[src/rtl/core/sbdt_pkg.sv]
`default_nettype none

package sbdt_pkg;

    // Sizing
    localparam int COLOURS     = 3;
    localparam int DEPTH_BITS  = 16;
    localparam int COL_W       = (COLOURS > 2) ? $clog2(COLOURS) : 1;
    localparam int QUEUE_DEPTH = 4;
    localparam int QIDX_W      = $clog2(QUEUE_DEPTH);
    localparam int QCNT_W      = $clog2(QUEUE_DEPTH + 1);

    localparam logic [COL_W-1:0]      COL_LAST  = COL_W'(COLOURS - 1);
    localparam logic [DEPTH_BITS-1:0] DEPTH_MAX = '1;

    // Language mode register codes
    localparam logic [1:0] LANG_PASS = 2'd0;
    localparam logic [1:0] LANG_C    = 2'd1;
    localparam logic [1:0] LANG_PY   = 2'd2;

    // Token classes
    localparam logic [3:0] CLS_SPACE   = 4'd0;
    localparam logic [3:0] CLS_DIGIT   = 4'd1;
    localparam logic [3:0] CLS_NAME    = 4'd2;
    localparam logic [3:0] CLS_STRING  = 4'd3;
    localparam logic [3:0] CLS_CHAR    = 4'd4;
    localparam logic [3:0] CLS_OPEN    = 4'd5;
    localparam logic [3:0] CLS_CLOSE   = 4'd6;
    localparam logic [3:0] CLS_PUNCT   = 4'd7;
    localparam logic [3:0] CLS_COMMENT = 4'd8;
    localparam logic [3:0] CLS_HASH    = 4'd9;
    localparam logic [3:0] CLS_OTHER   = 4'd10;

    // Bracket kinds (index into the depth counters)
    localparam logic [1:0] BK_ROUND  = 2'd0;
    localparam logic [1:0] BK_CURLY  = 2'd1;
    localparam logic [1:0] BK_SQUARE = 2'd2;

    // Characters with a lexical meaning
    localparam logic [7:0] CH_SLASH  = 8'h2F;
    localparam logic [7:0] CH_STAR   = 8'h2A;
    localparam logic [7:0] CH_HASH   = 8'h23;
    localparam logic [7:0] CH_UNDER  = 8'h5F;
    localparam logic [7:0] CH_DQUOTE = 8'h22;
    localparam logic [7:0] CH_SQUOTE = 8'h27;
    localparam logic [7:0] CH_BSLASH = 8'h5C;
    localparam logic [7:0] CH_NL     = 8'h0A;
    localparam logic [7:0] CH_LPAREN = 8'h28;
    localparam logic [7:0] CH_RPAREN = 8'h29;
    localparam logic [7:0] CH_LCURLY = 8'h7B;
    localparam logic [7:0] CH_RCURLY = 8'h7D;
    localparam logic [7:0] CH_LSQUAR = 8'h5B;
    localparam logic [7:0] CH_RSQUAR = 8'h5D;

    // Lexer states
    typedef enum logic [11:0] {
        LM_IDLE       = 12'b0000_0000_0001,
        LM_DIGITS     = 12'b0000_0000_0010,
        LM_NAME       = 12'b0000_0000_0100,
        LM_STR        = 12'b0000_0000_1000,
        LM_STR_ESC    = 12'b0000_0001_0000,
        LM_BLK        = 12'b0000_0010_0000,
        LM_BLK_STAR   = 12'b0000_0100_0000,
        LM_LINE       = 12'b0000_1000_0000,
        LM_QOPEN1     = 12'b0001_0000_0000,
        LM_QOPEN2     = 12'b0010_0000_0000,
        LM_TRIPLE     = 12'b0100_0000_0000,
        LM_TRIPLE_ESC = 12'b1000_0000_0000
    } lex_mode_t;

    typedef struct packed {
        logic [7:0] char_in;
        logic       end_of_input;
    } src_item_t;

    typedef struct packed {
        logic [7:0] char_out;
        logic [3:0] token_class;
        logic       token_start;
        logic [1:0] bracket_color;
        logic       unbalanced;
        logic       run_last;
    } res_item_t;

    typedef struct packed {
        lex_mode_t                      mode;
        logic                           held;
        logic                           quote_kind;
        logic [1:0]                     quote_run;
        logic [2:0][DEPTH_BITS-1:0]     depth;
        logic [2:0][COL_W-1:0]          col;
    } lex_state_t;

    function automatic logic is_digit(input logic [7:0] b);
        return b inside {[8'h30:8'h39]};
    endfunction

    function automatic logic is_alpha(input logic [7:0] b);
        return b inside {[8'h61:8'h7A], [8'h41:8'h5A]};
    endfunction

    function automatic logic is_space(input logic [7:0] b);
        return b inside {8'h20, [8'h09:8'h0D]};
    endfunction

    function automatic logic is_punct(input logic [7:0] b);
        return b inside {[8'd33:8'd47], [8'd58:8'd64], [8'd91:8'd96], [8'd123:8'd126]};
    endfunction

endpackage

`default_nettype wire

[src/rtl/core/source_lexer_bracket_depth_tagger_core.sv]
// Byte-stream lexer that tags source text for C or Python highlighting.
// Source channel: src_valid/src_ready/src_data carries one byte and an
// end-of-text flag per transaction. Result channel: res_valid/res_ready/
// res_data carries one tagged byte per transaction; run_last marks the last
// result caused by a given source byte. A source byte may cause zero results
// (a C slash waiting on the next byte), one, or two (a held slash resolved).
// A byte is registered in the input stage on acceptance; its results are
// registered in the result queue before they reach the result channel.
// Throughput: one source byte per cycle while each byte gives one result and
// the receiver takes one per cycle; the result channel moves one transaction
// per cycle, so a byte giving two results takes an extra output transaction.
// A four-entry result queue decouples the sides: the input stage advances
// while the queue has room for two more results, so a stalled receiver
// backs up into src_ready after at most a few bytes, and nothing is lost.
// Configuration: cfg_wr_en writes the language mode (0 plain, 1 C, 2 Python);
// the user must write it only while idle; the block does not enforce that.
// A write returns the lexer to between tokens. Reset: mode is plain, lexer
// is between tokens, all bracket depths are zero and the queue is empty.
`default_nettype none

module source_lexer_bracket_depth_tagger_core (
    input  wire logic                 clk,
    input  wire logic                 rst_n,
    input  wire logic                 src_valid,
    output logic                      src_ready,
    input  wire sbdt_pkg::src_item_t  src_data,
    output logic                      res_valid,
    input  wire logic                 res_ready,
    output sbdt_pkg::res_item_t       res_data,
    input  wire logic                 cfg_wr_en,
    input  wire logic [1:0]           cfg_wr_data
);

    logic                           stage_valid_reg;
    sbdt_pkg::src_item_t            stage_item_reg;
    logic [1:0]                     lang_reg;
    sbdt_pkg::lex_state_t           state_reg;
    sbdt_pkg::lex_state_t           state_next;
    sbdt_pkg::res_item_t [1:0]      lex_res;
    logic [1:0]                     lex_cnt;
    logic                           stage_fire;
    logic                           room2;
    logic                           pop;
    logic [1:0]                     push_cnt;

    // Input stage handshake
    assign stage_fire = stage_valid_reg && room2;
    assign src_ready  = !stage_valid_reg || stage_fire;
    assign pop        = res_valid && res_ready;
    assign push_cnt   = stage_fire ? lex_cnt : 2'd0;

    always_ff @(posedge clk or negedge rst_n)
    begin
        if (!rst_n)
            stage_valid_reg <= 1'b0;
        else if (src_ready)
            stage_valid_reg <= src_valid;
    end

    always_ff @(posedge clk)
    begin
        if (src_valid && src_ready)
            stage_item_reg <= src_data;
    end

    // Lexing of the staged byte
    sbdt_lex u_lex (
        .lang    (lang_reg),
        .cur     (state_reg),
        .item    (stage_item_reg),
        .nxt     (state_next),
        .res     (lex_res),
        .res_cnt (lex_cnt)
    );

    // Lexer state and language mode; the user must configure only while idle (not enforced)
    always_ff @(posedge clk or negedge rst_n)
    begin
        if (!rst_n)
        begin
            lang_reg             <= sbdt_pkg::LANG_PASS;
            state_reg.mode       <= sbdt_pkg::LM_IDLE;
            state_reg.held       <= 1'b0;
            state_reg.quote_kind <= 1'b0;
            state_reg.quote_run  <= 2'd0;
            state_reg.depth      <= '0;
            state_reg.col        <= '0;
        end
        else if (cfg_wr_en)
        begin
            lang_reg            <= cfg_wr_data;
            state_reg.mode      <= sbdt_pkg::LM_IDLE;
            state_reg.quote_run <= 2'd0;
        end
        else if (stage_fire)
        begin
            state_reg <= state_next;
        end
    end

    // Result queue
    sbdt_outq u_outq (
        .clk       (clk),
        .rst_n     (rst_n),
        .push_cnt  (push_cnt),
        .push_data (lex_res),
        .pop       (pop),
        .head      (res_data),
        .not_empty (res_valid),
        .room2     (room2)
    );

endmodule

`default_nettype wire

[src/rtl/core/sbdt_lex.sv]
`default_nettype none

module sbdt_lex (
    input  wire logic [1:0]              lang,
    input  wire sbdt_pkg::lex_state_t    cur,
    input  wire sbdt_pkg::src_item_t     item,
    output sbdt_pkg::lex_state_t         nxt,
    output sbdt_pkg::res_item_t [1:0]    res,
    output logic [1:0]                   res_cnt
);

    logic [7:0]                     b;
    logic                           eoi;
    logic                           c_mode;
    logic                           lexing;
    logic [7:0]                     q;
    logic [3:0]                     qcls;
    logic                           done;
    logic                           take_idle;
    logic                           set_held;
    logic                           h_emit;
    logic [3:0]                     h_cls;
    logic                           x_emit;
    logic [3:0]                     x_cls;
    logic                           x_start;
    logic [sbdt_pkg::COL_W-1:0]     x_col;
    logic                           x_unb;
    logic                           f_emit;
    logic                           bk_hit;
    logic                           bk_open;
    logic [1:0]                     bk_kind;
    logic [sbdt_pkg::DEPTH_BITS-1:0] d;
    logic [sbdt_pkg::COL_W-1:0]     cl;
    logic [sbdt_pkg::COL_W-1:0]     cl_dn;
    sbdt_pkg::res_item_t            h_item;
    sbdt_pkg::res_item_t            x_item;
    sbdt_pkg::res_item_t            f_item;
    sbdt_pkg::res_item_t            second;
    logic                           second_emit;

    // Lexing of one byte, including the resolution of a held slash
    always_comb
    begin
        b       = item.char_in;
        eoi     = item.end_of_input;
        c_mode  = (lang == sbdt_pkg::LANG_C);
        lexing  = c_mode || (lang == sbdt_pkg::LANG_PY);
        q       = cur.quote_kind ? sbdt_pkg::CH_SQUOTE : sbdt_pkg::CH_DQUOTE;
        qcls    = (c_mode && cur.quote_kind) ? sbdt_pkg::CLS_CHAR : sbdt_pkg::CLS_STRING;

        nxt       = cur;
        nxt.held  = 1'b0;
        h_emit    = cur.held;
        h_cls     = sbdt_pkg::CLS_PUNCT;
        x_emit    = 1'b0;
        x_cls     = sbdt_pkg::CLS_OTHER;
        x_start   = 1'b0;
        x_col     = '0;
        x_unb     = 1'b0;
        set_held  = 1'b0;
        done      = 1'b0;
        take_idle = 1'b0;
        bk_hit    = 1'b0;
        bk_open   = 1'b0;
        bk_kind   = sbdt_pkg::BK_ROUND;
        d         = '0;
        cl        = '0;
        cl_dn     = '0;

        // held slash followed by star or slash opens a comment
        if (cur.held && c_mode && (b == sbdt_pkg::CH_STAR || b == sbdt_pkg::CH_SLASH))
        begin
            h_cls    = sbdt_pkg::CLS_COMMENT;
            x_emit   = 1'b1;
            x_cls    = sbdt_pkg::CLS_COMMENT;
            nxt.mode = (b == sbdt_pkg::CH_STAR) ? sbdt_pkg::LM_BLK : sbdt_pkg::LM_LINE;
            done     = 1'b1;
        end

        if (!done)
        begin
            if (!lexing)
            begin
                x_emit = 1'b1;
            end
            else
            begin
                // continue the open token
                case (cur.mode)
                    sbdt_pkg::LM_IDLE:
                    begin
                        take_idle = 1'b1;
                    end
                    sbdt_pkg::LM_DIGITS:
                    begin
                        if (sbdt_pkg::is_digit(b))
                        begin
                            x_emit = 1'b1;
                            x_cls  = sbdt_pkg::CLS_DIGIT;
                        end
                        else
                        begin
                            take_idle = 1'b1;
                        end
                    end
                    sbdt_pkg::LM_NAME:
                    begin
                        if (sbdt_pkg::is_alpha(b) || sbdt_pkg::is_digit(b) ||
                            b == sbdt_pkg::CH_UNDER)
                        begin
                            x_emit = 1'b1;
                            x_cls  = sbdt_pkg::CLS_NAME;
                        end
                        else
                        begin
                            take_idle = 1'b1;
                        end
                    end
                    sbdt_pkg::LM_QOPEN1:
                    begin
                        x_emit = 1'b1;
                        x_cls  = qcls;
                        if (b == q)
                            nxt.mode = sbdt_pkg::LM_QOPEN2;
                        else if (b == sbdt_pkg::CH_BSLASH)
                            nxt.mode = sbdt_pkg::LM_STR_ESC;
                        else
                            nxt.mode = sbdt_pkg::LM_STR;
                    end
                    sbdt_pkg::LM_QOPEN2:
                    begin
                        // empty string unless a third quote follows
                        if (b != q)
                        begin
                            take_idle = 1'b1;
                        end
                        else
                        begin
                            x_emit        = 1'b1;
                            x_cls         = qcls;
                            nxt.mode      = sbdt_pkg::LM_TRIPLE;
                            nxt.quote_run = 2'd0;
                        end
                    end
                    sbdt_pkg::LM_STR:
                    begin
                        x_emit = 1'b1;
                        x_cls  = qcls;
                        if (b == q)
                            nxt.mode = sbdt_pkg::LM_IDLE;
                        else if (b == sbdt_pkg::CH_BSLASH)
                            nxt.mode = sbdt_pkg::LM_STR_ESC;
                    end
                    sbdt_pkg::LM_STR_ESC:
                    begin
                        x_emit   = 1'b1;
                        x_cls    = qcls;
                        nxt.mode = sbdt_pkg::LM_STR;
                    end
                    sbdt_pkg::LM_TRIPLE:
                    begin
                        x_emit = 1'b1;
                        x_cls  = sbdt_pkg::CLS_STRING;
                        if (b == q)
                        begin
                            if (cur.quote_run >= 2'd2)
                            begin
                                nxt.quote_run = 2'd0;
                                nxt.mode      = sbdt_pkg::LM_IDLE;
                            end
                            else
                            begin
                                nxt.quote_run = cur.quote_run + 2'd1;
                            end
                        end
                        else
                        begin
                            nxt.quote_run = 2'd0;
                            if (b == sbdt_pkg::CH_BSLASH)
                                nxt.mode = sbdt_pkg::LM_TRIPLE_ESC;
                        end
                    end
                    sbdt_pkg::LM_TRIPLE_ESC:
                    begin
                        x_emit   = 1'b1;
                        x_cls    = sbdt_pkg::CLS_STRING;
                        nxt.mode = sbdt_pkg::LM_TRIPLE;
                    end
                    sbdt_pkg::LM_BLK:
                    begin
                        x_emit = 1'b1;
                        x_cls  = sbdt_pkg::CLS_COMMENT;
                        if (b == sbdt_pkg::CH_STAR)
                            nxt.mode = sbdt_pkg::LM_BLK_STAR;
                    end
                    sbdt_pkg::LM_BLK_STAR:
                    begin
                        x_emit = 1'b1;
                        x_cls  = sbdt_pkg::CLS_COMMENT;
                        if (b == sbdt_pkg::CH_SLASH)
                            nxt.mode = sbdt_pkg::LM_IDLE;
                        else if (b != sbdt_pkg::CH_STAR)
                            nxt.mode = sbdt_pkg::LM_BLK;
                    end
                    sbdt_pkg::LM_LINE:
                    begin
                        x_emit = 1'b1;
                        x_cls  = sbdt_pkg::CLS_COMMENT;
                        if (b == sbdt_pkg::CH_NL)
                            nxt.mode = sbdt_pkg::LM_IDLE;
                    end
                    default:
                    begin
                        take_idle = 1'b1;
                    end
                endcase
            end
        end

        // start of a new token
        if (take_idle)
        begin
            nxt.mode = sbdt_pkg::LM_IDLE;
            x_start  = 1'b1;
            if (c_mode && b == sbdt_pkg::CH_SLASH)
            begin
                set_held = 1'b1;
            end
            else if (!c_mode && b == sbdt_pkg::CH_HASH)
            begin
                x_emit   = 1'b1;
                x_cls    = sbdt_pkg::CLS_COMMENT;
                nxt.mode = sbdt_pkg::LM_LINE;
            end
            else if (sbdt_pkg::is_space(b))
            begin
                x_emit = 1'b1;
                x_cls  = sbdt_pkg::CLS_SPACE;
            end
            else if (sbdt_pkg::is_digit(b))
            begin
                x_emit   = 1'b1;
                x_cls    = sbdt_pkg::CLS_DIGIT;
                nxt.mode = sbdt_pkg::LM_DIGITS;
            end
            else if (sbdt_pkg::is_alpha(b) || b == sbdt_pkg::CH_UNDER)
            begin
                x_emit   = 1'b1;
                x_cls    = sbdt_pkg::CLS_NAME;
                nxt.mode = sbdt_pkg::LM_NAME;
            end
            else if (b == sbdt_pkg::CH_DQUOTE || b == sbdt_pkg::CH_SQUOTE)
            begin
                x_emit         = 1'b1;
                nxt.quote_kind = (b == sbdt_pkg::CH_SQUOTE);
                nxt.quote_run  = 2'd0;
                x_cls          = (c_mode && b == sbdt_pkg::CH_SQUOTE) ?
                                 sbdt_pkg::CLS_CHAR : sbdt_pkg::CLS_STRING;
                nxt.mode       = c_mode ? sbdt_pkg::LM_STR : sbdt_pkg::LM_QOPEN1;
            end
            else if (b == sbdt_pkg::CH_LPAREN || b == sbdt_pkg::CH_RPAREN)
            begin
                bk_hit  = 1'b1;
                bk_kind = sbdt_pkg::BK_ROUND;
                bk_open = (b == sbdt_pkg::CH_LPAREN);
            end
            else if (b == sbdt_pkg::CH_LCURLY || b == sbdt_pkg::CH_RCURLY)
            begin
                bk_hit  = 1'b1;
                bk_kind = sbdt_pkg::BK_CURLY;
                bk_open = (b == sbdt_pkg::CH_LCURLY);
            end
            else if (b == sbdt_pkg::CH_LSQUAR || b == sbdt_pkg::CH_RSQUAR)
            begin
                bk_hit  = 1'b1;
                bk_kind = sbdt_pkg::BK_SQUARE;
                bk_open = (b == sbdt_pkg::CH_LSQUAR);
            end
            else if (c_mode && b == sbdt_pkg::CH_HASH)
            begin
                x_emit = 1'b1;
                x_cls  = sbdt_pkg::CLS_HASH;
            end
            else if (sbdt_pkg::is_punct(b))
            begin
                x_emit = 1'b1;
                x_cls  = sbdt_pkg::CLS_PUNCT;
            end
            else
            begin
                x_emit = 1'b1;
                x_cls  = sbdt_pkg::CLS_OTHER;
            end
        end

        // bracket depth and colour; colour tracks depth modulo the colour count
        if (bk_hit)
        begin
            d      = cur.depth[bk_kind];
            cl     = cur.col[bk_kind];
            cl_dn  = (cl == '0) ? sbdt_pkg::COL_LAST : (cl - sbdt_pkg::COL_W'(1));
            x_emit = 1'b1;
            if (bk_open)
            begin
                x_cls = sbdt_pkg::CLS_OPEN;
                x_col = cl;
                if (d != sbdt_pkg::DEPTH_MAX)
                begin
                    nxt.depth[bk_kind] = d + sbdt_pkg::DEPTH_BITS'(1);
                    nxt.col[bk_kind]   = (cl == sbdt_pkg::COL_LAST) ?
                                         '0 : (cl + sbdt_pkg::COL_W'(1));
                end
            end
            else if (d == '0)
            begin
                x_cls = sbdt_pkg::CLS_CLOSE;
                x_unb = 1'b1;
            end
            else
            begin
                x_cls              = sbdt_pkg::CLS_CLOSE;
                nxt.depth[bk_kind] = d - sbdt_pkg::DEPTH_BITS'(1);
                nxt.col[bk_kind]   = cl_dn;
                x_col              = cl_dn;
            end
        end

        // end of text flushes a freshly held slash
        f_emit   = set_held && eoi;
        nxt.held = set_held && !eoi;
        if (eoi)
        begin
            nxt.mode       = sbdt_pkg::LM_IDLE;
            nxt.quote_run  = 2'd0;
            nxt.quote_kind = 1'b0;
        end
    end

    // Result assembly: held slash first, then the byte or the flushed slash
    always_comb
    begin
        h_item.char_out      = sbdt_pkg::CH_SLASH;
        h_item.token_class   = h_cls;
        h_item.token_start   = 1'b1;
        h_item.bracket_color = 2'd0;
        h_item.unbalanced    = 1'b0;
        h_item.run_last      = 1'b0;

        x_item.char_out      = b;
        x_item.token_class   = x_cls;
        x_item.token_start   = x_start;
        x_item.bracket_color = 2'(x_col);
        x_item.unbalanced    = x_unb;
        x_item.run_last      = 1'b1;

        f_item.char_out      = sbdt_pkg::CH_SLASH;
        f_item.token_class   = sbdt_pkg::CLS_PUNCT;
        f_item.token_start   = 1'b1;
        f_item.bracket_color = 2'd0;
        f_item.unbalanced    = 1'b0;
        f_item.run_last      = 1'b1;

        second      = x_emit ? x_item : f_item;
        second_emit = x_emit || f_emit;

        if (h_emit)
        begin
            res[0]          = h_item;
            res[0].run_last = !second_emit;
            res[1]          = second;
            res_cnt         = second_emit ? 2'd2 : 2'd1;
        end
        else
        begin
            res[0]          = second;
            res[1]          = second;
            res[1].run_last = 1'b0;
            res_cnt         = second_emit ? 2'd1 : 2'd0;
        end
    end

endmodule

`default_nettype wire

[src/rtl/core/sbdt_outq.sv]
`default_nettype none

module sbdt_outq (
    input  wire logic                         clk,
    input  wire logic                         rst_n,
    input  wire logic [1:0]                   push_cnt,
    input  wire sbdt_pkg::res_item_t [1:0]    push_data,
    input  wire logic                         pop,
    output sbdt_pkg::res_item_t               head,
    output logic                              not_empty,
    output logic                              room2
);

    sbdt_pkg::res_item_t [sbdt_pkg::QUEUE_DEPTH-1:0] q_reg;
    sbdt_pkg::res_item_t [sbdt_pkg::QUEUE_DEPTH-1:0] q_next;
    logic [sbdt_pkg::QCNT_W-1:0]                     cnt_reg;
    logic [sbdt_pkg::QCNT_W-1:0]                     cnt_next;
    logic [sbdt_pkg::QCNT_W-1:0]                     after_pop;
    logic [sbdt_pkg::QIDX_W-1:0]                     wr0;
    logic [sbdt_pkg::QIDX_W-1:0]                     wr1;

    assign head      = q_reg[0];
    assign not_empty = (cnt_reg != '0);
    assign after_pop = pop ? (cnt_reg - sbdt_pkg::QCNT_W'(1)) : cnt_reg;
    assign room2     = (after_pop <= sbdt_pkg::QCNT_W'(sbdt_pkg::QUEUE_DEPTH - 2));
    assign wr0       = after_pop[sbdt_pkg::QIDX_W-1:0];
    assign wr1       = sbdt_pkg::QIDX_W'(after_pop + sbdt_pkg::QCNT_W'(1));

    // Shift toward the head on pop, then append up to two entries
    always_comb
    begin
        q_next = q_reg;
        if (pop)
        begin
            for (int i = 0; i < sbdt_pkg::QUEUE_DEPTH - 1; i++)
            begin
                q_next[i] = q_reg[i + 1];
            end
        end
        if (push_cnt != 2'd0)
            q_next[wr0] = push_data[0];
        if (push_cnt == 2'd2)
            q_next[wr1] = push_data[1];
        cnt_next = after_pop + sbdt_pkg::QCNT_W'(push_cnt);
    end

    always_ff @(posedge clk or negedge rst_n)
    begin
        if (!rst_n)
            cnt_reg <= '0;
        else
            cnt_reg <= cnt_next;
    end

    always_ff @(posedge clk)
    begin
        q_reg <= q_next;
    end

endmodule

`default_nettype wire

[config.mk]
export PLATFORM = sky130hd
export DESIGN_NAME = source_lexer_bracket_depth_tagger_core
export DESIGN_NICKNAME = d
export VERILOG_FILES = /design/src/rtl/core/sbdt_pkg.sv /design/src/rtl/core/source_lexer_bracket_depth_tagger_core.sv /design/src/rtl/core/sbdt_lex.sv /design/src/rtl/core/sbdt_outq.sv
export SDC_FILE = /design/constraint.sdc
export NUM_CORES = 1
export LEC_CHECK = 0
export BUFFER_PORTS_ARGS = -buffer_cell sky130_fd_sc_hd__buf_2
export CORE_MARGIN = 1.5
export CORE_UTILIZATION = 36
export CTS_CLUSTER_DIAMETER = 200
export CTS_CLUSTER_SIZE = 40
export DETAILED_ROUTE_END_ITERATION = 16
export GPL_ROUTABILITY_DRIVEN = 0
export PLACE_DENSITY = 0.62
export SYNTH_ARGS = -nofsm -noshare
export SYNTH_HDL_FRONTEND = slang
export SYNTH_SLANG_ARGS = --single-unit
[constraint.sdc]
create_clock -name clk -period 8 [get_ports clk]
set_input_delay 1.2 -clock clk [delete_from_list [all_inputs] [get_ports clk]]
set_output_delay 1.2 -clock clk [all_outputs]
set_load 0.005 [all_outputs]
; Word level (Yosys, flattened, before mapping)
; Cells that the tools add are included.
[classes]
addsub = 8
order_cmp = 24
n_eq_ne = 41
muxes = 165
n_bitwise = 1
reduce_logical = 55
[op_table]
columns = operator, n
row1 = two-way mux 12 bit, 23
row2 = two-way mux 54 bit, 4
row3 = bitwise mux 68 bit, 2
row4 = two-way mux 68 bit, 2
row5 = one-hot mux 12 bit (9 select lines), 1
row6 = bitwise mux 48 bit, 2
row7 = two-way mux 4 bit, 19
row8 = two-way mux 70 bit, 1
row9 = demux 17 bit (select 2 bit), 2
row10 = equality test 8 x 6 -> 1 bit (second input constant), 8
row11 = two-way mux 2 bit, 28
row12 = two-way mux 17 bit, 3
row13 = two-way mux 51 bit, 1
row14 = two-way mux 1 bit, 49
row15 = equality test 8 x 7 -> 1 bit (second input constant), 6
row16 = <= comparator 8 x 7 -> 1 bit (second input constant), 5
row17 = two-way mux 3 bit, 12
row18 = binary-select mux 16 bit (select 2 bit), 1
row19 = demux 16 bit (select 2 bit), 1
row20 = greater-or-equal comparator 8 x 7 -> 1 bit (second input constant), 4
row21 = two-way mux 16 bit, 2
row22 = greater-or-equal comparator 8 x 6 -> 1 bit (second input constant), 3
row23 = one-hot mux 4 bit (6 select lines), 1
row24 = logical AND 1 bit, 23
row25 = other kinds (56), 91
[word_totals]
regBits = 153

; Longest topological paths before layout
; Gate-level depths: netlist of run 1.
[logic_depth]
depth_word = 28
depth_mapped = 21
mapped_depth_nobuf = 16

; By module
; From an unflattened synthesis of run 1, not the netlist that was laid out.
[unflattened]
hier_cells = 1393
hier_area_um2 = 12109.1
[modules_own_cells]
columns = module, n_inst, cells_each, area_each_um2, seq_area_each_um2
row1 = sbdt_lex, 1, 780, 4804.6, 0.0
row2 = sbdt_outq, 1, 411, 3963.8, 1436.4
row3 = source_lexer_bracket_depth_tagger_core, 1, 202, 3340.7, 2098.3

; Worst setup path before layout of run 1
; Ideal clock, no wire load.
[synth_path]
path_kind = register to register
from = register state_reg[63] (netlist name)
to = register with a tool-made name
setup_time_ns = 0.125
arrival_ns = 4.132
required_ns = 7.875
setup_slack_ns = 3.744
path_stages_with_launch = 19
path_buffers = 4
cell_sequence = dfrtp_1 buf_6 or4_4 nor4_4 a22oi_2 a21bo_2 o21ai_2 buf_2 buf_1 o21ai_0 inv_1 ha_1 inv_1 a211oi_1 nand4_2 o211ai_1 or3_1 buf_2 mux2_2
[synth_rtl]
columns = item, line
row1 = "start, declared", source_lexer_bracket_depth_tagger_core.sv:37  ; sbdt_pkg::lex_state_t state_reg;
row2 = "start signal, assigned", source_lexer_bracket_depth_tagger_core.sv:97  ; state_reg <= state_next;

==> results.py, run 1 <==
metrics = {
    "run_status": {
        "status": "finished, final reports clean",
    },
    "layout": {
        "multi_input_area_um2": 5060,
        "diodes": 0,
        "nNetsFinal": 1092,
        "finalInstanceArea_um2": 9930,
        "drive_above_1_share_pct": 12.6,
        "regArea_um2": 3530,
        "fillers": 2485,
        "area_growth_pct": 9.44,
    },
    "sta": {
        "holdWs_ns": 0.465,
        "rsz0062_at_grt": "no",
        "finalHoldViolations": 0,
        "worst_slew_pin_slew_ns": 1.07,
        "setup_violations": 0,
        "timing.final.crit_share_pct": 66.2,
        "fmax_mhz": 189,
        "worst_clock_skew_ns": 0.0152,
        "finalMaxSlewViolations": 0,
        "period_needed_ns": 5.30,
        "tns_ns": 0,
        "max_slew_margin_pct": 28.3,
    },
    "floorplan": {
        "die_h_um": 162,
        "die_x_um": 162,
        "initial_utilization_pct": 37.0,
        "dieArea_um2": 26200,
        "core_area_um2": 24500,
        "io_pins": 35,
        "rows": 57,
    },
    "global_route": {
        "grt_max_degree": 77,
        "grt_pass1_wl_mm": 40.3,
        "antenna_found_initial": 0,
        "gr-total-overflow": 0,
        "grt_usage_pct": 19.2,
        "grt_pass1_vias": 7712,
    },
    "pwr": {
        "pwr-share-clk_pct": 23.1,
        "cellPowerDensity_nw_per_um2": 335,
        "irDropWorstVdd_v": 0.000206,
        "switchingPower_mw": 1.37,
        "internal_power_mw": 1.95,
        "p_seq_share_pct": 35.5,
        "comb_power_share_pct": 41.4,
        "power_mw": 3.33,
        "p_leak_nw": 4.00,
        "switching_share_pct": 41.3,
    },
    "synthesis": {
        "synth-edff-count": 9,
        "synthDistinctLibCells": 89,
        "syn_area_um2": 9080,
        "synthFlopType": "dfrtp_1",
        "ys_ff_latch": 153,
        "synth-seq-area-share_pct": 38.9,
        "synth-compound-area-share_pct": 21.2,
        "yosys.area_share.simple_pct": 21.8,
        "synth_cells": 1073,
        "synth_adder_area_share_pct": 1.60,
        "avgSynthCellArea_um2": 8.46,
        "muxShareOfSynthArea_pct": 8.71,
        "yosys.area_share.xor_xnor_pct": 2.22,
        "syn_nets": 1100,
        "synth_top_family_by_area": "simple AND/OR/NAND/NOR gates",
        "async_flop_share_pct": 49.7,
        "ys_warn_count": 0,
    },
    "routing": {
        "viasPerCell": 5.71,
        "dr.first_iter.drc_count": 707,
        "avgRoutedWirePerCell_um": 17.4,
        "first_pass_iters": 7,
        "drc": 0,
        "antenna_left": 0,
        "routed_wl_mm": 24.4,
        "vias": 8012,
    },
    "clock_network": {
        "hold_buffers": 0,
        "htree_levels": 4,
        "cts_sinks": 153,
        "tritoncts": "done",
        "clk_latency_ns": 0.44,
        "post_cts_buffers": 0,
        "root_buffer": "clkbuf_16",
        "cts.clk_slew.worst_paths_ns": 0.06,
        "numCtsBuffers": 17,
        "max-clock-path-buffers": 2,
        "cts_resized": 0,
    },
    "setup_path": {
        "crit_path_end_kind": "flip-flop",
        "worst_setup_path_start_kind": "flip-flop",
        "critical_path_class": "reg2reg",
        "worstPathRequired_ns": 8.31,
        "cp.arrival_ns": 5.61,
        "critPathMaxFanout": 50,
    },
    "placed_design": {
        "placed_area_um2": 9380,
        "port_buffers": 34,
        "dp_hpwl_mm": 17.2,
    },
    "flow_run": {
        "drv_cap": 0,
    },
    "worst_hold_path": {
        "hp-class": "reg2reg",
    },
}
worst paths after layout:
kind                              startpoint               end  slack (ns)  cells past startpoint
setup / recovery           stage_item_reg[6]         flip-flop        2.70                     15
hold / removal              u_outq.q_reg[52]  u_outq.q_reg[52]        0.47                      2
setup reg to reg           stage_item_reg[6]         flip-flop        2.70                     15
hold reg to reg             u_outq.q_reg[52]  u_outq.q_reg[52]        0.47                      2
max in group asynchronous              rst_n         async pin        6.41                      1
min in group asynchronous              rst_n     state_reg[68]        0.92                      1
cell usage in the layout (no fill, tap or decap), types with 6 or more instances in the layout:
| cell | synthesis | final |
|---|---|---|
| nand3_1 | 24 | 24 |
| and2_1 | 10 | 9 |
| or3_1 | 8 | 8 |
| nand4_1 | 11 | 11 |
| o211ai_1 | 14 | 14 |
| dfrtp_1 | 75 | 75 |
| buf_4 | 17 | 13 |
| a31oi_1 | 27 | 27 |
| o21ai_1 | 23 | 23 |
| xor2_1 | 9 | 9 |
| a32oi_1 | 10 | 10 |
| o22ai_1 | 19 | 19 |
| nand2b_1 | 11 | 11 |
| nor2b_1 | 9 | 9 |
| xnor2_1 | 14 | 14 |
| a32o_1 | 6 | 6 |
| buf_2 | 17 | 33 |
| o21ai_0 | 77 | 77 |
| a21oi_1 | 51 | 51 |
| edfxtp_1 | 9 | 9 |
| inv_1 | 33 | 33 |
| ha_1 | 10 | 10 |
| clkbuf_16 | 0 | 17 |
| mux2i_1 | 42 | 42 |
| and3_1 | 6 | 6 |
| o31ai_1 | 6 | 6 |
| nand2_1 | 174 | 174 |
| nor3_1 | 33 | 32 |
| a211oi_1 | 7 | 7 |
| dfxtp_1 | 68 | 68 |
| nor2_1 | 78 | 78 |
| nor4_1 | 9 | 9 |
| mux2_2 | 26 | 26 |
| a2bb2oi_1 | 6 | 6 |
power by group through the flow:
stage                     Combinational (mW)  Sequential (mW)  Clock [mW]
after floorplan                         1.11             1.11           0
after global placement                  1.35             1.19           0
after detailed placement                1.36             1.19           0
after CTS                               1.37             1.18       0.781
after global routing                    1.54             1.21       0.815
final                                   1.38             1.18       0.769
worst max-delay path: stages, from the launching register on:
cell and delay, ns:
edfxtp_1 0.32, buf_4 0.48, or3b_1 0.57, o41ai_4 0.71
nor2_1 0.24, o21ai_2 0.10, buf_4 0.32, o21ai_0 0.28
inv_1 0.12, ha_1 0.20, inv_1 0.05, a211oi_1 0.34
nand4_2 0.24, o211ai_1 0.18, or3_1 0.60, mux2_2 0.41
kinds of logic (layout without fill, tap and decap cells):
| family | count (synthesis) | in the layout |
|---|---|---|
| AO/OA/AOI/OAI | 294 | 294 |
| XOR/XNOR | 23 | 23 |
| adder cells (fa/ha/maj) | 11 | 11 |
| buffers and inverters | 106 | 111 |
| flip-flops | 153 | 153 |
| multiplexers | 74 | 74 |
| AND/OR/NAND/NOR | 412 | 412 |
layout make-up:
class                           instances  share of cell area, %
Sequential cell                       153                   35.6
Multi-Input combinational cell        814                   50.9
Inverter                               33                   1.25
Tap cell                              324                   4.08
Timing Repair Buffer                   46                   2.65
Clock inverter                         13                   1.08
Clock buffer                           19                   4.46
per-stage QoR:
step                setup WS [ns]  utilization, %  instances
floorplan                    3.74               -       1073
global placement             2.94            38.2       1370
detailed placement           2.71            38.2       1370
CTS                          2.71            40.5       1402
global route                 2.24            40.5       1402
finish                       2.70            40.5       1402
per-layer routing:
| metal | wire length [um] | global-route usage, % | vias up |
|---|---|---|---|
| met4 | 766 | 9.26 | 0 |
| met2 | 11200 | 29.7 | 263 |
| met5 | 0 | 0 | - |
| met3 | 1360 | 3.58 | 58 |
| met1 | 11100 | 25.7 | 3819 |
| li1 | - | - | 3872 |
synthesized netlist by cell type (7+ instances only):
cell	instances	area share [%]
clkbuf_1	32	1.3
o211ai_1	14	1.2
nor3_1	33	1.8
o22ai_1	19	1.3
nor4_1	9	0.62
buf_2	17	0.94
mux2i_1	42	4.6
dfrtp_1	75	21
inv_1	33	1.4
a32oi_1	10	0.96
xor2_1	9	0.87
a21oi_1	51	2.8
nand2_1	174	7.2
edfxtp_1	9	3.0
xnor2_1	14	1.4
nand3_1	24	1.3
and2_1	10	0.69
dfxtp_1	68	15
a31oi_1	27	1.9
nor2_1	78	3.2
ha_1	10	1.4
o21ai_1	23	1.3
o21ai_0	77	4.2
or3_1	8	0.55
mux2_2	26	3.2
a211oi_1	7	0.58
nand2b_1	11	0.76
buf_4	17	1.4
nor2b_1	9	0.62
nand4_1	11	0.76
(Power assumes the default switching activity.)
==> run 2, diff against run 1 <==
PLACE_DENSITY = 0.64   (was 0.62)
clock period = 4.4 ns   (was 8 ns; I/O delays follow)
==> run 2 against run 1 <==
Compared with the run above: setup slack got worse by 2.4 ns; combinational power increased by 99%; register-to-register slack got worse by 2.4 ns; total power increased by 89%; clock power increased by 94%; highest routed layer unchanged.
==> results.py, run 2 (same netlist as run 1, synthesis figures left out) <==
metrics = {
    "routing": {
        "routed_wl_mm": 24.8,
        "vias": 8146,
        "dr.first_iter.drc_count": 576,
        "avgRoutedWirePerCell_um": 17.1,
        "antenna_left": 0,
        "first_pass_iters": 5,
        "viasPerCell": 5.61,
        "drc": 0,
    },
    "pwr": {
        "irDropWorstVdd_v": 0.000352,
        "cellPowerDensity_nw_per_um2": 607,
        "p_leak_nw": 4.27,
    },
    "run_status": {
        "status": "finished, final reports clean",
    },
    "global_route": {
        "grt_usage_pct": 19.5,
        "grt_max_degree": 77,
        "grt_pass1_wl_mm": 40.9,
        "grt_pass1_vias": 7909,
        "antenna_found_initial": 0,
        "gr-total-overflow": 0,
    },
    "floorplan": {
        "die_h_um": 162,
        "rows": 57,
        "die_x_um": 162,
        "dieArea_um2": 26200,
        "io_pins": 35,
        "core_area_um2": 24500,
        "initial_utilization_pct": 37.0,
    },
    "layout": {
        "fin_cells": 1451,
        "nNetsFinal": 1141,
        "area_growth_pct": 14.4,
        "drive_above_1_share_pct": 16.9,
        "final_common_cell": "nand2_1",
        "diodes": 0,
        "final_cell_mix": "nand2_1 (173), nor2_1 (77), o21ai_0 (77)",
        "finalInstanceArea_um2": 10400,
    },
    "clock_network": {
        "max-clock-path-buffers": 2,
        "cts_sinks": 153,
        "clk_latency_ns": 0.43,
        "post_cts_buffers": 0,
        "htree_levels": 4,
        "root_buffer": "clkbuf_16",
        "cts.clk_slew.worst_paths_ns": 0.07,
        "numCtsBuffers": 17,
        "tritoncts": "done",
        "hold_buffers": 0,
        "cts_resized": 0,
    },
    "flow_run": {
        "drv_cap": 0,
    },
    "worst_hold_path": {
        "hp-class": "in2async",
    },
    "sta": {
        "setup_slack_ns": 0.260,
        "rsz0062_at_grt": "yes",
        "period_needed_ns": 4.14,
        "holdWs_ns": 0.391,
        "timing.final.crit_share_pct": 94.1,
        "finalHoldViolations": 0,
        "setup_violations": 0,
        "worst_clock_skew_ns": 0.0136,
        "tns_ns": 0,
        "max_slew_margin_pct": 33.1,
        "worst_slew_pin_slew_ns": 1.00,
        "fmax_mhz": 242,
        "finalMaxSlewViolations": 0,
    },
    "setup_path": {
        "crit_path_end_kind": "flip-flop",
        "critical_path_class": "reg2reg",
        "worstPathRequired_ns": 4.71,
        "critPathMaxFanout": 9,
        "cp.arrival_ns": 4.45,
        "worst_setup_path_start_kind": "flip-flop",
    },
    "placed_design": {
        "placed_cells": 1419,
        "placed_area_um2": 9750,
        "port_buffers": 34,
        "dp_hpwl_mm": 17.8,
        "place_ws_ns": 0.187,
    },
}
[run 2: cell count changes in the layout (fill, tap and decap cells not counted), sizes merged]
cell      change
clkinv        +3
clkbuf        +2
clkinvlp      -1
buf          +49
inv           -5
bufinv        +1
[run 2: worst max-delay path, cell delays in order (launching register included)]
cell and delay [ns]:
dfrtp_1 0.46, or4_4 0.63, nor4_4 0.29, a22oi_2 0.19
a21bo_2 0.31, o21ai_2 0.21, buf_4 0.21, o21a_1 0.16
ha_1 0.20, inv_1 0.05, a211oi_1 0.19, buf_4 0.16
nand4_2 0.17, o211ai_1 0.19, or3_4 0.25, mux2_2 0.34
[run 2: final cells by class]
cell class                 count  area (um2)
multi-input combinational    814        5090
inverter                      33         124
clock buffer                  21         493
fill                        2443       14100
clock inverter                11         110
timing repair buffer          95         631
tap                          324         405
sequential                   153        3530
[run 2: worst paths after layout]
check,from,endpoint,slack [ns],cells after the start
worst max-delay path,state_reg[62],flip-flop,0.26,15
worst min-delay path,rst_n,state_reg[68],0.39,1
worst max register to register,state_reg[62],flip-flop,0.26,15
worst min register to register,u_outq.q_reg[52],u_outq.q_reg[52],0.46,2
max in group asynchronous,rst_n,async pin,3.34,1
min in group clk,src_data[5],stage_item_reg[5],0.41,1
[run 2: power breakdown]
| group | internal (mW) | switching, mW | total (mW) |
|---|---|---|---|
| clock network | 0.868 | 0.620 | 1.49 |
| logic | 1.09 | 1.66 | 2.75 |
| registers | 1.82 | 0.241 | 2.06 |
| total | 3.78 | 2.52 | 6.30 |
[run 2: metal layers]
layer / GRT usage (%) / vias to the layer above / part of all wire (%)
li1: - / 3973 / -
met1: 25.1 / 3881 / 46
met2: 32.3 / 248 / 47
met3: 3.91 / 44 / 5.1
met4: 6.92 / 0 / 2.1
met5: 0 / - / 0
[run 2: per-stage QoR]
step / utilization, % / power [mW]
after CTS: 42.2 / 6.30
after global placement: 39.7 / 4.75
final: 42.3 / 6.30
after global routing: 42.3 / 6.75
after floorplan: - / 4.05
after detailed placement: 39.7 / 4.79
==> run 3, diff against run 2 <==
CTS_BUF_LIST = sky130_fd_sc_hd__clkbuf_2   (was unset)
PLACE_DENSITY = 0.62   (was 0.64)
SKIP_CTS_REPAIR_TIMING = 1   (was unset)
clock period = 4.35 ns   (was 4.4 ns; I/O delays follow)
==> run 3 against run 2 <==
Compared with the run above: clock power decreased by 45%; combinational power is essentially flat; global-route usage is 0.28 points lower; via count is 1.1% higher; non-clock buffer count is 8 higher; sequential power about the same; critical path depth stayed put.
==> results.py, run 3 (same netlist as run 1, synthesis figures left out) <==
metrics = {
    "setup_path": {
        "crit_path_end_kind": "flip-flop",
        "r2r_cells": 15,
        "reg2reg_slack_ns": 0.25,
        "worstPathRequired_ns": 4.98,
        "worst_setup_path_start_kind": "flip-flop",
        "cp.arrival_ns": 4.72,
        "slowest_delay_ns": 0.51,
        "critPathMaxFanout": 14,
        "crit_chain": "or3_1, nor4_2, a2bb2oi_1, a21bo_2, o21ai_2, buf_4, o21a_1, ha_1, inv_1, a211oi_1, buf_4, nand4_2, o211ai_1, or3_4, mux2_2",
        "r2r_start": "state_reg[69]",
        "cp_slowest_cell": "dfrtp_1",
        "crit_family": "compound AO/OA/AOI/OAI gates",
        "critical_path_class": "reg2reg",
        "startpoint": "state_reg[69]",
        "cp_common_cell": "buf_4",
        "cp_num_cells": 15,
        "cp_num_buf_inv": 3,
    },
    "routing": {
        "avgRoutedWirePerCell_um": 16.8,
        "routed_wl_mm": 24.5,
        "viasPerCell": 5.64,
        "drc": 0,
        "vias": 8232,
        "dr.first_iter.drc_count": 683,
        "antenna_left": 0,
        "first_pass_iters": 7,
    },
    "layout": {
        "drive_above_1_share_pct": 16.9,
        "nNetsFinal": 1149,
        "utilization_pct": 41.3,
        "final_cell_mix": "nand2_1 (174), nor2_1 (77), o21ai_0 (77)",
        "finalInstanceArea_um2": 10100,
        "area_growth_pct": 11.7,
        "final_common_cell": "nand2_1",
    },
    "sta": {
        "max_slew_margin_pct": 32.9,
        "setup_violations": 0,
        "fmax_mhz": 244,
        "rsz0062_at_grt": "no",
        "timing.final.crit_share_pct": 94.1,
        "worst_slew_pin_slew_ns": 1.01,
        "finalHoldViolations": 0,
        "period_needed_ns": 4.10,
        "worst_clock_skew_ns": 0.0554,
        "tns_ns": 0,
        "finalMaxSlewViolations": 0,
    },
    "floorplan": {
        "die_x_um": 162,
        "dieArea_um2": 26200,
        "die_h_um": 162,
        "io_pins": 35,
        "core_area_um2": 24500,
        "initial_utilization_pct": 37.0,
        "rows": 57,
    },
    "global_route": {
        "grt_pass1_vias": 7810,
        "grt_busiest_layer": "met2",
        "antenna_found_initial": 1,
        "use_met3_pct": 3.45,
        "grt_max_degree": 77,
        "grt_pass1_wl_mm": 40.3,
        "grt_use_met2_pct": 31.9,
        "grt_util_met1_pct": 25.1,
        "grt_usage_pct": 19.2,
        "gr-total-overflow": 0,
    },
    "placed_design": {
        "placed_area_um2": 9750,
        "port_buffers": 34,
        "dp_hpwl_mm": 17.8,
    },
    "clock_network": {
        "htree_levels": 4,
        "root_buffer": "clkbuf_2",
        "tritoncts": "done",
        "clk_latency_ns": 0.76,
        "cts_sinks": 153,
        "max-clock-path-buffers": 2,
        "cts.clk_slew.worst_paths_ns": 0.28,
        "numCtsBuffers": 17,
    },
    "pwr": {
        "power_mw": 5.65,
        "p_leak_nw": 4.16,
        "cellPowerDensity_nw_per_um2": 557,
        "irDropWorstVdd_v": 0.000301,
    },
    "run_status": {
        "status": "finished, final reports clean",
    },
    "flow_run": {
        "drv_cap": 0,
    },
    "worst_hold_path": {
        "hp-class": "in2async",
    },
}
run 3: power breakdown:
part / internal [mW] / total (mW) / leakage [nW] / switching, mW
combinational: 1.09 / 2.75 / 2.34 / 1.66
sequential: 1.84 / 2.08 / 1.68 / 0.240
clock: 0.226 / 0.814 / 0.137 / 0.588
run 3: final cells by class:
class,count,area (um2)
Antenna cell,1,2.50
Fill cell,2506,14400
Clock inverter,14,138
Multi-Input combinational cell,814,5110
Inverter,33,124
Sequential cell,153,3540
Timing Repair Buffer,103,738
Clock buffer,18,90.1
Tap cell,324,405
run 3: worst reg2reg max path, stage by stage (launching register included):
cell and delay, ns:
dfrtp_1 0.51, or3_1 0.49, nor4_2 0.31, a2bb2oi_1 0.21, a21bo_2 0.30, o21ai_2 0.21, buf_4 0.25, o21a_1 0.18
ha_1 0.20, inv_1 0.05, a211oi_1 0.18, buf_4 0.16, nand4_2 0.17, o211ai_1 0.20, or3_4 0.21, mux2_2 0.33
run 3: worst min-delay path by stage:
| stage | start | end | slack [ns] | cells after the start |
|---|---|---|---|---|
| floorplan | rst_n | async pin | 0.36 | 0 |
| global placement | u_outq.q_reg[52] | u_outq.q_reg[52] | 0.45 | 2 |
| detailed placement | u_outq.q_reg[52] | u_outq.q_reg[52] | 0.46 | 2 |
| CTS | src_data[5] | stage_item_reg[5] | -0.02 | 1 |
| global route | src_valid | stage_valid_reg | 0.02 | 2 |
| finish | rst_n | state_reg[69] | 0.006 | 1 |
run 3: metal layers:
layer | wire (um) | vias up
met4 | 518 | 0
met5 | 0 | -
li1 | - | 3981
met2 | 11500 | 204
met3 | 1040 | 45
met1 | 11400 | 4002
run 3: stage by stage:
step	instances	hold WS, ns	worst slack, ns
2_1_floorplan	1073	0.357	0.0936
4_1_cts	1448	-0.0151	0.111
3_3_place_gp	1416	0.451	0.280
6_report	1460	0.00635	0.255
3_5_place_dp	1416	0.458	0.189
5_1_grt	1460	0.0215	0.00740
